--- config.mk ---
export PLATFORM = sky130hd
export DESIGN_NAME = tccb_row_add
export DESIGN_NICKNAME = d
export VERILOG_FILES = /design/src/tccb_row_add.sv
export SDC_FILE = /design/constraint.sdc
export NUM_CORES = 1
export LEC_CHECK = 0
export BUFFER_PORTS_ARGS = -buffer_cell sky130_fd_sc_hd__buf_2
export CELL_PAD_IN_SITES_DETAIL_PLACEMENT = 1
export CELL_PAD_IN_SITES_GLOBAL_PLACEMENT = 1
export CORE_AREA = 2 2 39 41
export DETAILED_ROUTE_END_ITERATION = 10
export DIE_AREA = 0 0 41 43
export PLACE_DENSITY = 0.61
export SLEW_MARGIN = 20
export SYNTH_ARGS = -nofsm -noshare
export SYNTH_HDL_FRONTEND = slang
export SYNTH_SLANG_ARGS = --single-unit
--- constraint.sdc ---
create_clock -name vclk -period 6.67
set_clock_uncertainty 0.15 [all_clocks]
set_input_delay 1.334 -clock vclk [all_inputs]
set_output_delay 1.334 -clock vclk [all_outputs]
set_load 0.005 [all_outputs]
--- src/tccb_row_add.sv ---
module tccb_row_add #(
    parameter int ROWS = 25,
    parameter int RW   = 5
) (
    input  logic [RW-1:0] a,
    input  logic [RW-1:0] b,
    output logic [RW-1:0] sum
);

    logic [RW:0] raw;

    // modulo-ROWS add, one conditional subtract
    always_comb
    begin
        raw = {1'b0, a} + {1'b0, b};
        if (raw >= (RW+1)'(ROWS))
        begin
            raw = raw - (RW+1)'(ROWS);
        end
        sum = raw[RW-1:0];
    end

endmodule

==> Word level (Yosys, flattened, before mapping) <==
Cells that the tools add are included.
Widths: inputs -> output; s select.
{ "word_totals": {"input_bits": 10, "wordCells": 4, "output_inout_bits": 5, "regBits": 0} }
{ "classes": {"addsub": 2, "order_cmp": 1, "muxes": 1} }
{ "ops": {"columns": ["op", "n"], "rows": [
  ["$add 5x5->6", 1],
  ["$ge 6x5->1 const B", 1],
  ["$mux 5", 1],
  ["$sub 5x5->5 const B", 1]
]} }

==> Logic depth before layout (Yosys ltp) <==
{ "depth": {"depth_word": 3, "mapped_depth": 9, "mapped_depth_nobuf": 9} }

==> Worst setup path after synthesis <==
OpenSTA, ideal clock, no wires.
{ "synth_timing": {"kind": "input -> output", "from": "in a[0]", "to": "out sum[2]", "t_arrival_ns": 2.965, "path_slack_ns": 2.221, "required_ns": 5.186, "path_stages": 9, "path_cell_list": "ha_1 -> inv_1 -> fa_1 -> ha_1 -> nand2b_1 -> or2_4 -> a31oi_4 -> nand2b_1 -> xnor2_1"} }
{ "synth_between": {"elab_chain_len": 3} }
{ "synth_rtl": {"columns": ["item", "line", "rtl"], "rows": [
  ["from (decl)", "5", "input logic [RW-1:0] a,"],
  ["$add 5x5->6 *", "15", "raw = {1'b0, a} + {1'b0, b};"],
  ["$sub 5x5->5 / $ge 6x5->1 (equally long branches)", "18, 16", null],
  ["$mux 5 *", "16", "if (raw >= (RW+1)'(ROWS))"],
  ["to (decl)", "7", "output logic [RW-1:0] sum"]
]} }
Mark *: on every way between the ends. The rest lies on a longest branch, timed or not.

==> Worst setup path in the final report <==
Ends and elaborated chain as after synthesis.

==> flow_summary.toml <==
[logic_synthesis]
synth_cells = 42
synth_most_common_cell = "ha_1"
synth_cell_types = 18
synth_area_leaders = "ha_1 (26%), xnor2_1 (10%), a31oi_4 (6.3%)"
yosys.area.top_type = "ha_1"
syn-num-nets = 60
yosys-top-cells-count = "ha_1 (7), inv_1 (5), nor2_1 (4), o21ai_0 (4), xnor2_1 (4)"
ys_seq_area_share_pct = 0
syn_avg_cell_area_um2 = 8.043
synth_top_area_share_pct = 25.93
synth_area_um2 = 337.8
ys_warn_count = 0

[grt]
grtUsageTotal_pct = 8.918
grt_max_degree = 5
grt_overflow = 0
antenna_found_initial = 0
grt_pass1_vias = 304
grt_pass1_wl_um = 1166

[finish]
nFlopsAndLatches = 0
stdcell_area_um2 = 432.9
n_antenna_cell = 0
filler_cell_count = 174
syn_to_final_growth_pct = 28.15
multi_input_area_um2 = 319.1
seqCellArea_um2 = 0
drive_gt1_share_pct = 35.09
fin_util_pct = 31.28
clock_buffers = 0
final_nets = 77

[floorplan]
rows = 14
io_pins = 15
core_area_um2 = 1384
fp.dieW_um = 41
die_h_um = 43
initial_core_util_pct = 24.41
die_area_um2 = 1763

[pwr]
p_per_area_nw_per_um2 = 126.3
ir_drop_uv = 27.75
p_leak_nw = 0.2202

[clock_tree]
post_cts_resized = 0
cts_setup_buffers = 0
postCtsHoldBufs = 0

[critical_path]
path_max_fanout = 4
cp.required_ns = 5.19
cp-end-kind = "primary output"
worstSetupStartpointType = "primary input"
critPathKind = "primary input to primary output"
critPathArrivalTime_ns = 3.25

[run_status]
status = "completed"

[route]
vias = 323
finalWirelength_um = 676
drt-vias-per-instance = 4.425
ant_nets = 0
wl_per_cell_um = 9.260
drtIter0Drc = 3
first_pass_iters = 2
drc = 0

[worst_hold_path]
hold_path_class = "primary input to primary output"

[timing]
fin_crit_sh_pct = 70.91
fin_setup_tns_ns = 0
setup_ws_ns = 1.940
setup_viol = 0
worst_slew_pin_slew_ns = 0.3791
slew_headroom_pct = 74.46
fin_crit_ns = 4.730
fmax_mhz = 211.4
rsz0062_at_grt = "no"
hold_viol = 0
maxSlewViolCount = 0

[placed_design]
hpwl_um = 637.7
port_buffers = 15
dpl_cell_area_um2 = 432.9
globalplace.congestion = 0.6851
post-place-ws_ns = 1.910

[job]
max_cap_violations = 0
cells in the final DEF, fill, tap and decap left out:
master    instances
nand2_1           1
nor3b_1           1
xnor2_1           4
a21oi_2           2
fa_1              1
nor2_1            4
mux2i_1           1
ha_1              7
xor2_2            1
nand2b_1          3
a21boi_0          1
a21o_1            2
o21ai_0           4
or2_4             1
a31oi_4           1
inv_1             5
a21oi_1           2
nor3_1            1
buf_2            15
layer usage:
| layer | wire length (um) | vias to the layer above | GRT usage [%] | part of all wire [%] |
|---|---|---|---|---|
| met5 | 0 | - | 0 | 0 |
| met4 | 0 | 0 | 0 | 0 |
| met3 | 34 | 0 | 0 | 5.0 |
| met2 | 315 | 8 | 15.63 | 47 |
| met1 | 326 | 142 | 12.46 | 48 |
| li1 | - | 173 | - | - |
cell type report:
class | instances | share of cell area, %
multi-input cells | 37 | 73.70
repair buffers | 15 | 17.34
well taps | 16 | 4.624
inverters | 5 | 4.335
metrics by stage:
stage / hold WS (ns) / power (mW) / instances
detailed placement: 2.992 / 0.05575 / 73
floorplan: 2.769 / 0.03841 / 42
finish: 2.987 / 0.05469 / 73
CTS: 2.998 / 0.05594 / 73
global placement: 2.989 / 0.05456 / 73
global route: 3.027 / 0.06255 / 73
power breakdown:
part	internal (mW)	leakage [nW]	total [mW]	switching, mW
sequential	0	0	0	0
clock	0	0	0	0
combinational	0.0273	0.220	0.0547	0.0274
total	0.0273	0.220	0.0547	0.0274
worst paths after layout:
path,slack (ns),endpoint,start,cells past startpoint
worst min-delay path,2.99,sum[0],b[0],4
worst max-delay path,1.94,sum[2],a[0],11
critical path, stage by stage:
cell and delay [ns]:
buf_2 0.08, ha_1 0.15, inv_1 0.05, fa_1 0.55, ha_1 0.19, nand2b_1 0.08
or2_4 0.25, a31oi_4 0.19, nand2b_1 0.14, xnor2_1 0.11, buf_2 0.12
logic make-up (layout without fill, tap and decap cells):
group                      after synthesis  count (layout)  synth area share, %
AOI/OAI and AO/OA                       12              12                27.04
xor gates and xnor gates                 5               5                15.19
adders and majority gates                8               8                31.85
buffers and inverters                    5              20                5.556
muxes                                    1               1                2.963
and+or+nand+nor                         11              11                17.41
(Power assumes the default switching activity.)
